**src/design/rwtt_pkg.sv**
```systemverilog
// ----------------------------------------------------------------------------
// rwtt_pkg
// Types and codes shared by the range window translation table.
// ----------------------------------------------------------------------------
`default_nettype none

package rwtt_pkg;

    localparam int DEFAULT_TABLE_ENTRIES = 16;

    // Request kinds
    localparam logic [1:0] REQ_INSERT = 2'd0;
    localparam logic [1:0] REQ_DELETE = 2'd1;
    localparam logic [1:0] REQ_LOOKUP = 2'd2;

    // Result status codes
    localparam logic [2:0] ST_OK         = 3'd0;
    localparam logic [2:0] ST_OVERLAP    = 3'd1;
    localparam logic [2:0] ST_FULL       = 3'd2;
    localparam logic [2:0] ST_NOT_FOUND  = 3'd3;
    localparam logic [2:0] ST_BAD_LENGTH = 3'd4;

    // One stored window
    typedef struct packed {
        logic [31:0] src;
        logic [31:0] len;
        logic [31:0] tgt;
    } entry_t;

    // Outcome of one entry compare
    typedef struct packed {
        logic        overlap;
        logic        start_eq;
        logic [32:0] end_addr;
    } cmp_res_t;

endpackage

`default_nettype wire

```
**src/design/rwtt_store.sv**
```systemverilog
// ----------------------------------------------------------------------------
// rwtt_store
// Window table: entry memory with one write and one registered read port,
// plus per-entry valid flags cleared by reset.
// ----------------------------------------------------------------------------
`default_nettype none

module rwtt_store
    import rwtt_pkg::*;
#(
    parameter int TABLE_ENTRIES = DEFAULT_TABLE_ENTRIES,
    parameter int IDX_W         = 4
)
(
    input  wire logic             clk,
    input  wire logic             rst_n,
    input  wire logic             wr_en,
    input  wire logic             clr_en,
    input  wire logic [IDX_W-1:0] wr_idx,
    input  wire entry_t           wr_entry,
    input  wire logic [IDX_W-1:0] rd_idx,
    output entry_t                rd_entry,
    output logic                  rd_valid
);

    entry_t                   mem [TABLE_ENTRIES];
    logic [TABLE_ENTRIES-1:0] valid_reg;
    entry_t                   rd_entry_reg;
    logic                     rd_valid_reg;

    // Write and read the entry memory
    always_ff @(posedge clk)
    begin
        if (wr_en)
        begin
            mem[wr_idx] <= wr_entry;
        end
        rd_entry_reg <= mem[rd_idx];
    end

    // Track valid flags; set on write, drop on delete
    always_ff @(posedge clk or negedge rst_n)
    begin
        if (!rst_n)
        begin
            valid_reg    <= '0;
            rd_valid_reg <= 1'b0;
        end
        else
        begin
            if (wr_en)
            begin
                valid_reg[wr_idx] <= 1'b1;
            end
            else if (clr_en)
            begin
                valid_reg[wr_idx] <= 1'b0;
            end
            rd_valid_reg <= valid_reg[rd_idx];
        end
    end

    assign rd_entry = rd_entry_reg;
    assign rd_valid = rd_valid_reg;

endmodule

`default_nettype wire

```
**src/design/rwtt_cmp_unit.sv**
```systemverilog
// ----------------------------------------------------------------------------
// rwtt_cmp_unit
// Shared compare unit: tests one stored window against the request range
// [req_start, req_end) and for an exact start match.
// ----------------------------------------------------------------------------
`default_nettype none

module rwtt_cmp_unit
    import rwtt_pkg::*;
(
    input  wire entry_t      entry,
    input  wire logic [31:0] req_start,
    input  wire logic [32:0] req_end,
    output cmp_res_t         res
);

    logic [32:0] entry_end;

    // Exclusive end of the stored window, 33 bits
    assign entry_end = {1'b0, entry.src} + {1'b0, entry.len};

    // Plain interval overlap of two half-open ranges
    always_comb
    begin
        res.end_addr = entry_end;
        res.overlap  = ({1'b0, req_start} < entry_end) && ({1'b0, entry.src} < req_end);
        res.start_eq = (entry.src == req_start);
    end

endmodule

`default_nettype wire

```
**src/design/range_window_translation_table.sv**
```systemverilog
// Sequence: S_IDLE takes a request, S_SETUP checks it, S_SCAN walks every entry,
//   S_CALC resolves it and S_FINISH loads the result once the output register is free;
//   a bad length insert or an unused request kind goes from S_SETUP straight to S_FINISH.
// Flow: one request at a time, walked through the single read port and shared compare unit.
// Reset: rst_n clears all valid flags and the sequencer at once; entry data is not cleared.
// ----------------------------------------------------------------------------
// range_window_translation_table
// Table of address windows with insert, delete and lookup, served by a
// sequencer that walks the table through one shared compare unit.
// ----------------------------------------------------------------------------
`default_nettype none

module range_window_translation_table
    import rwtt_pkg::*;
#(
    parameter int TABLE_ENTRIES = DEFAULT_TABLE_ENTRIES
)
(
    input  wire logic         clk,
    input  wire logic         rst_n,
    input  wire logic         s_axis_tvalid,
    output logic              s_axis_tready,
    // [31:0] address, [63:32] target_base, [95:64] window_length, [127:96] request_length
    input  wire logic [127:0] s_axis_tdata,
    // [1:0] req_type
    input  wire logic [1:0]   s_axis_tuser,
    output logic              m_axis_tvalid,
    input  wire logic         m_axis_tready,
    // [31:0] target_address, [63:32] copy_bytes
    output logic [63:0]       m_axis_tdata,
    // [2:0] status
    output logic [2:0]        m_axis_tuser
);

    localparam int IDX_W = (TABLE_ENTRIES > 1) ? $clog2(TABLE_ENTRIES) : 1;
    localparam int CNT_W = $clog2(TABLE_ENTRIES + 1);

    typedef enum logic [2:0] {
        S_IDLE,
        S_SETUP,
        S_SCAN,
        S_CALC,
        S_FINISH
    } state_t;

    state_t      state_reg;
    logic [1:0]  req_type_reg;
    logic [31:0] addr_reg;
    logic [31:0] tbase_reg;
    logic [31:0] wlen_reg;
    logic [31:0] rlen_reg;
    logic [32:0] req_end_reg;

    logic [CNT_W-1:0] rd_cnt_reg;
    logic             cmp_live_reg;
    logic [IDX_W-1:0] cmp_idx_reg;

    logic             hit_reg;
    logic [IDX_W-1:0] hit_idx_reg;
    logic             free_found_reg;
    logic [IDX_W-1:0] free_idx_reg;
    logic [31:0]      hit_src_reg;
    logic [32:0]      hit_end_reg;
    logic [31:0]      hit_tgt_reg;
    logic [31:0]      offs_reg;
    logic [32:0]      left_reg;
    logic [2:0]       res_status_reg;

    logic             out_valid_reg;
    logic [2:0]       out_status_reg;
    logic [31:0]      out_tgt_reg;
    logic [31:0]      out_copy_reg;

    logic             tbl_wr_en;
    logic             tbl_clr_en;
    logic [IDX_W-1:0] tbl_wr_idx;
    entry_t           tbl_wr_entry;
    logic [IDX_W-1:0] tbl_rd_idx;
    entry_t           tbl_rd_entry;
    logic             tbl_rd_valid;
    cmp_res_t         cmp_res;

    logic [32:0]      setup_end;
    logic             setup_bad;
    logic             scan_more;
    logic             out_free;
    logic             lookup_hit;

    // Table storage
    rwtt_store #(
        .TABLE_ENTRIES (TABLE_ENTRIES),
        .IDX_W         (IDX_W)
    ) u_store (
        .clk      (clk),
        .rst_n    (rst_n),
        .wr_en    (tbl_wr_en),
        .clr_en   (tbl_clr_en),
        .wr_idx   (tbl_wr_idx),
        .wr_entry (tbl_wr_entry),
        .rd_idx   (tbl_rd_idx),
        .rd_entry (tbl_rd_entry),
        .rd_valid (tbl_rd_valid)
    );

    // Shared compare unit
    rwtt_cmp_unit u_cmp (
        .entry     (tbl_rd_entry),
        .req_start (addr_reg),
        .req_end   (req_end_reg),
        .res       (cmp_res)
    );

    // Request range end and length check
    always_comb
    begin
        if (req_type_reg == REQ_LOOKUP)
        begin
            setup_end = {1'b0, addr_reg} + 33'd1;
        end
        else
        begin
            setup_end = {1'b0, addr_reg} + {1'b0, wlen_reg};
        end
        setup_bad = (req_type_reg == REQ_INSERT) &&
                    ((wlen_reg == 32'd0) || (setup_end[32] && (setup_end[31:0] != 32'd0)));
    end

    // Table port control
    always_comb
    begin
        scan_more    = (rd_cnt_reg < CNT_W'(TABLE_ENTRIES));
        tbl_rd_idx   = rd_cnt_reg[IDX_W-1:0];
        tbl_wr_en    = (state_reg == S_CALC) && (req_type_reg == REQ_INSERT) &&
                       !hit_reg && free_found_reg;
        tbl_clr_en   = (state_reg == S_CALC) && (req_type_reg == REQ_DELETE) && hit_reg;
        tbl_wr_idx   = (req_type_reg == REQ_INSERT) ? free_idx_reg : hit_idx_reg;
        tbl_wr_entry = '{src: addr_reg, len: wlen_reg, tgt: tbase_reg};
        out_free     = !out_valid_reg || m_axis_tready;
        lookup_hit   = (req_type_reg == REQ_LOOKUP) && hit_reg;
    end

    // Sequencer and result register
    always_ff @(posedge clk or negedge rst_n)
    begin
        if (!rst_n)
        begin
            state_reg      <= S_IDLE;
            rd_cnt_reg     <= '0;
            cmp_live_reg   <= 1'b0;
            hit_reg        <= 1'b0;
            free_found_reg <= 1'b0;
            out_valid_reg  <= 1'b0;
        end
        else
        begin
            // Drop the result once it is taken, unless a new one loads now
            if (out_valid_reg && m_axis_tready && !((state_reg == S_FINISH) && out_free))
            begin
                out_valid_reg <= 1'b0;
            end

            unique case (state_reg)
                S_IDLE:
                begin
                    if (s_axis_tvalid)
                    begin
                        req_type_reg <= s_axis_tuser;
                        addr_reg     <= s_axis_tdata[31:0];
                        tbase_reg    <= s_axis_tdata[63:32];
                        wlen_reg     <= s_axis_tdata[95:64];
                        rlen_reg     <= s_axis_tdata[127:96];
                        state_reg    <= S_SETUP;
                    end
                end

                S_SETUP:
                begin
                    req_end_reg    <= setup_end;
                    rd_cnt_reg     <= '0;
                    cmp_live_reg   <= 1'b0;
                    hit_reg        <= 1'b0;
                    free_found_reg <= 1'b0;
                    if (setup_bad)
                    begin
                        res_status_reg <= ST_BAD_LENGTH;
                        state_reg      <= S_FINISH;
                    end
                    else if ((req_type_reg != REQ_INSERT) && (req_type_reg != REQ_DELETE) &&
                             (req_type_reg != REQ_LOOKUP))
                    begin
                        res_status_reg <= ST_NOT_FOUND;
                        state_reg      <= S_FINISH;
                    end
                    else
                    begin
                        state_reg <= S_SCAN;
                    end
                end

                S_SCAN:
                begin
                    // Advance the read pointer
                    if (scan_more)
                    begin
                        rd_cnt_reg   <= rd_cnt_reg + CNT_W'(1);
                        cmp_idx_reg  <= rd_cnt_reg[IDX_W-1:0];
                        cmp_live_reg <= 1'b1;
                    end
                    else
                    begin
                        cmp_live_reg <= 1'b0;
                    end

                    // Judge the entry read in the previous cycle
                    if (cmp_live_reg)
                    begin
                        if (tbl_rd_valid)
                        begin
                            if (!hit_reg &&
                                (((req_type_reg == REQ_DELETE) && cmp_res.start_eq) ||
                                 ((req_type_reg != REQ_DELETE) && cmp_res.overlap)))
                            begin
                                hit_reg     <= 1'b1;
                                hit_idx_reg <= cmp_idx_reg;
                                hit_src_reg <= tbl_rd_entry.src;
                                hit_end_reg <= cmp_res.end_addr;
                                hit_tgt_reg <= tbl_rd_entry.tgt;
                            end
                        end
                        else if (!free_found_reg)
                        begin
                            free_found_reg <= 1'b1;
                            free_idx_reg   <= cmp_idx_reg;
                        end

                        if (cmp_idx_reg == IDX_W'(TABLE_ENTRIES - 1))
                        begin
                            state_reg <= S_CALC;
                        end
                    end
                end

                S_CALC:
                begin
                    offs_reg  <= hit_tgt_reg - hit_src_reg;
                    left_reg  <= hit_end_reg - {1'b0, addr_reg};
                    state_reg <= S_FINISH;
                    priority if (req_type_reg == REQ_INSERT)
                    begin
                        if (hit_reg)
                        begin
                            res_status_reg <= ST_OVERLAP;
                        end
                        else if (!free_found_reg)
                        begin
                            res_status_reg <= ST_FULL;
                        end
                        else
                        begin
                            res_status_reg <= ST_OK;
                        end
                    end
                    else
                    begin
                        res_status_reg <= hit_reg ? ST_OK : ST_NOT_FOUND;
                    end
                end

                S_FINISH:
                begin
                    // Load the result once the output register is free
                    if (out_free)
                    begin
                        out_valid_reg  <= 1'b1;
                        out_status_reg <= res_status_reg;
                        if (lookup_hit)
                        begin
                            out_tgt_reg  <= addr_reg + offs_reg;
                            out_copy_reg <= ({1'b0, rlen_reg} < left_reg) ?
                                            rlen_reg : left_reg[31:0];
                        end
                        else
                        begin
                            out_tgt_reg  <= 32'd0;
                            out_copy_reg <= 32'd0;
                        end
                        state_reg <= S_IDLE;
                    end
                end

                default:
                begin
                    state_reg <= S_IDLE;
                end
            endcase
        end
    end

    assign s_axis_tready = (state_reg == S_IDLE);
    assign m_axis_tvalid = out_valid_reg;
    assign m_axis_tdata  = {out_copy_reg, out_tgt_reg};
    assign m_axis_tuser  = out_status_reg;

endmodule

`default_nettype wire

```
**config.mk**
```make
export PLATFORM = sky130hd
export DESIGN_NAME = range_window_translation_table
export DESIGN_NICKNAME = d
export VERILOG_FILES = /design/src/design/rwtt_pkg.sv /design/src/design/rwtt_store.sv /design/src/design/rwtt_cmp_unit.sv /design/src/design/range_window_translation_table.sv
export SDC_FILE = /design/constraint.sdc
export NUM_CORES = 2
export LEC_CHECK = 0
export ABC_AREA = 1
export BUFFER_PORTS_ARGS = -buffer_cell sky130_fd_sc_hd__buf_2
export CORE_AREA = 8 8 436 353
export DETAILED_ROUTE_END_ITERATION = 16
export DIE_AREA = 0 0 444 361
export PLACE_DENSITY = 0.87
export SLEW_MARGIN = 20
export SYNTH_ARGS = -nofsm -noshare
export SYNTH_HDL_FRONTEND = slang
export SYNTH_SLANG_ARGS = --single-unit
```
**constraint.sdc**
```tcl
create_clock -name clk -period 12.83 [get_ports clk]
set_input_delay 0 -clock clk [delete_from_list [all_inputs] [get_ports clk]]
set_output_delay 0 -clock clk [all_outputs]
set_load 0.03 [all_outputs]
```
==> metrics.txt <==
via count 61900; syn_nets 7561; drt wl/cell 26.3 um; Yosys top cell by area edfxtp_1; filler cell count 9616; met3 WL 33100 um; worst skew pair latency 0.86 ns; RePlAce Congestion 1.03; most frequent CP cell nand2_1; total power 19.0 mW; Worst Setup End Kind flop; routed metal-1 wirelength 92800 um; critical path type reg2reg; max incr delay on CP 0.76 ns; Iteration-0 DRC Markers 10100; sequential element share of the synthesized area 69.9%; Reg-to-Reg End hit_end_reg[6]; Setup WS pre-CTS 6.73 ns; die area 160000 sq um; area of the multi-input gates 23300 sq um; initial antenna violation count 22; clock period minus worst slack 6.15 ns; Mapped Area 87300 sq um; share of the synthesized area in the top cell type 66.8%; total iterations of the first detailed-routing run 8; vias in the first global route 60300; number of flip-flops in the largest register 1536; P_leak 35.8 nW; maximum number of pins on one net before global-route repair 249; Req. time, crit path 13.28 ns; Fmax 163 MHz; final hold slack 0.0805 ns; Slew @ Worst Pin 1.21 ns; Detail Route Antenna Nets 0; ys flop type edfxtp_1; metal2 WL 116000 um; grt total ovfl 0; placed instance count 9070; first-pass GRT wire length 373000 um; # nets final 7995; Clock Skew 0.0533 ns; DRC Markers 0; Overall Global Routing Usage 30.7%; worst hold path startpoint m_axis_tready; post-CTS setup repair buffer count 0; row count 126; crit path launch type flop; CTS max path bufs 3; aggregate routed wire length 255000 um; io pins 203; fraction of layout cells with a size suffix above 1 8.86%; hold endpoint state_reg[2]; status completed; CP max stage cell buf_4; commonest non-fill, non-tap cell in the layout edfxtp_1; Non-Filler Instances 9689; clock power share 28.8%; syn avg cell area 12.2 sq um; Post-synth EDFFs 1943; routed vias/inst 6.38; commonest cells after routing, fill and taps aside edfxtp_1, nor2_1, o21ai_0; combinational share of power 28.0%; final setup vio count 0; root buf cell clkbuf_16; top cells by area, synth edfxtp_1, o21ai_0, nor2_1; Slew headroom 19.3%; Top Metal Used met5; R2R setup slack 6.68 ns; clk slew on worst S/H paths 0.07 ns; Area Overhead vs Synth 13.6%; Initial Util 59.6%; CTS tree done; FF-to-FF Start u_store.rd_entry[64]; CP Data Arrival Time 6.60 ns; post-place instance area 90500 sq um; Int Power 12.4 mW; TNS Setup 0 ns; Post-synth ARST share 1.40%; Power Density 191 nW/um^2; Seq pwr share 43.1%; critical path peak fanout 64; Worst Hold Class in2reg; cts bufs inserted 185; H-tree depth 4; Core ar. 146000 sq um; post-synthesis register bit count 2068; Storage cell area 61000 sq um; Gate Count Post-Synth 7170; CTS Sinks 2068; Distinct cells, synth 59; sw power 6.55 mW; DPL Wire Length 150000 um; Final Cell Area 99200 sq um; setup ws final 6.68 ns; Net Sw Frac 34.5%; r2r worst-path depth 28; peak supply drop 0.146 mV; period utilization 47.9%; WHS Path Cells 5; RSZ-0062 raised after global routing no; max_cap viols 0; Die Y 361 um; port bufs 202; final-report max-slew violation count 0; Warnings, synthesis 0; die width 444 um; Hold Vio Cnt, Final 0; Final Util 67.7%
==> Yosys cell counts (4+ instances only) <==
cell type  count
nand2_2       10
nand4_1       35
nand2_1      735
or2_2          9
xnor2_1       64
o211ai_1      43
ha_1         252
o221ai_1     159
o2111ai_1      7
o21ai_1       12
buf_1         26
nand3b_1       4
a221oi_1       5
a21boi_1      12
inv_1        506
dfrtp_1       29
clkbuf_1     286
nor2_1      1011
o31ai_1        7
dfxtp_1       96
o21a_1        17
a211oi_1       5
a31oi_1       25
a21oi_2       12
o21ai_0      922
nand3_2        7
nor4_1        12
a2111oi_0      4
o21ai_2       16
xor2_1        57
fa_1           5
a21o_1        13
nand3_1      219
nor2_2         7
nor3_1        36
and2_1         4
or2_0          4
o21bai_1       7
edfxtp_1    1943
inv_2         13
buf_2         17
o22ai_1      228
a21oi_1      268
==> final cells by class <==
cell class | count | share of cell area, %
sequential | 2068 | 61.5
multi-input combinational | 4252 | 23.5
clock buffer | 251 | 5.18
timing repair buffer | 576 | 4.59
tap | 1920 | 2.42
inverter | 521 | 1.99
clock inverter | 93 | 0.847
antenna | 8 | 0.0202
==> kinds of logic (layout without fill, tap and decap cells) <==
family | Yosys count | in the layout | synth area share (%)
buf+inv | 850 | 1441 | 3.68
simple gates | 2102 | 2102 | 9.77
other cells | 0 | 8 | 0
compound gates | 1771 | 1771 | 11.7
fa+ha+maj | 257 | 257 | 3.73
flops | 2068 | 2068 | 69.9
xor+xnor | 122 | 122 | 1.23
==> power by group through the flow <==
stage	combinational (mW)	clock [mW]	sequential [mW]
floorplan	3.40	0	8.25
global placement	4.91	0	8.29
detailed placement	5.07	0	8.31
CTS	5.20	5.49	8.17
global route	5.79	5.76	8.21
finish	5.32	5.48	8.19
==> critical path: cells and delay by family (launching register included) <==
kind	cells	cell delay (ns)
buf+inv	2	1.25
simple gates	12	1.36
xor+xnor	1	0.21
compound gates	10	1.58
flops	1	0.35
fa+ha+maj	3	0.91
==> what timing repair did <==
item | in CTS | in global routing
resized for setup | 0 | 0
setup endpoints to repair | 0 | 0
hold buffers | 266 | 0
hold endpoints to repair | 170 | 0
==> routing by layer <==
layer / GRT usage [%] / up-vias
met2: 47.7 / 4615
met1: 40.8 / 29600
met4: 14.7 / 20
met3: 7.72 / 785
li1: - / 26900
met5: 0 / -
==> worst max-delay path by stage <==
stage	depth (start not counted)	endpoint	slack [ns]	from
2_1_floorplan	26	hit_end_reg[0]	2.07	u_store.rd_entry[64]
3_3_place_gp	28	hit_end_reg[4]	6.79	u_store.rd_entry[64]
3_5_place_dp	28	hit_end_reg[4]	6.73	u_store.rd_entry[64]
4_1_cts	28	hit_end_reg[2]	6.71	u_store.rd_entry[64]
5_1_grt	28	hit_end_reg[6]	6.30	u_store.rd_entry[64]
6_report	28	hit_end_reg[6]	6.68	u_store.rd_entry[64]
No activity file was read; power rests on OpenSTA's default activity.
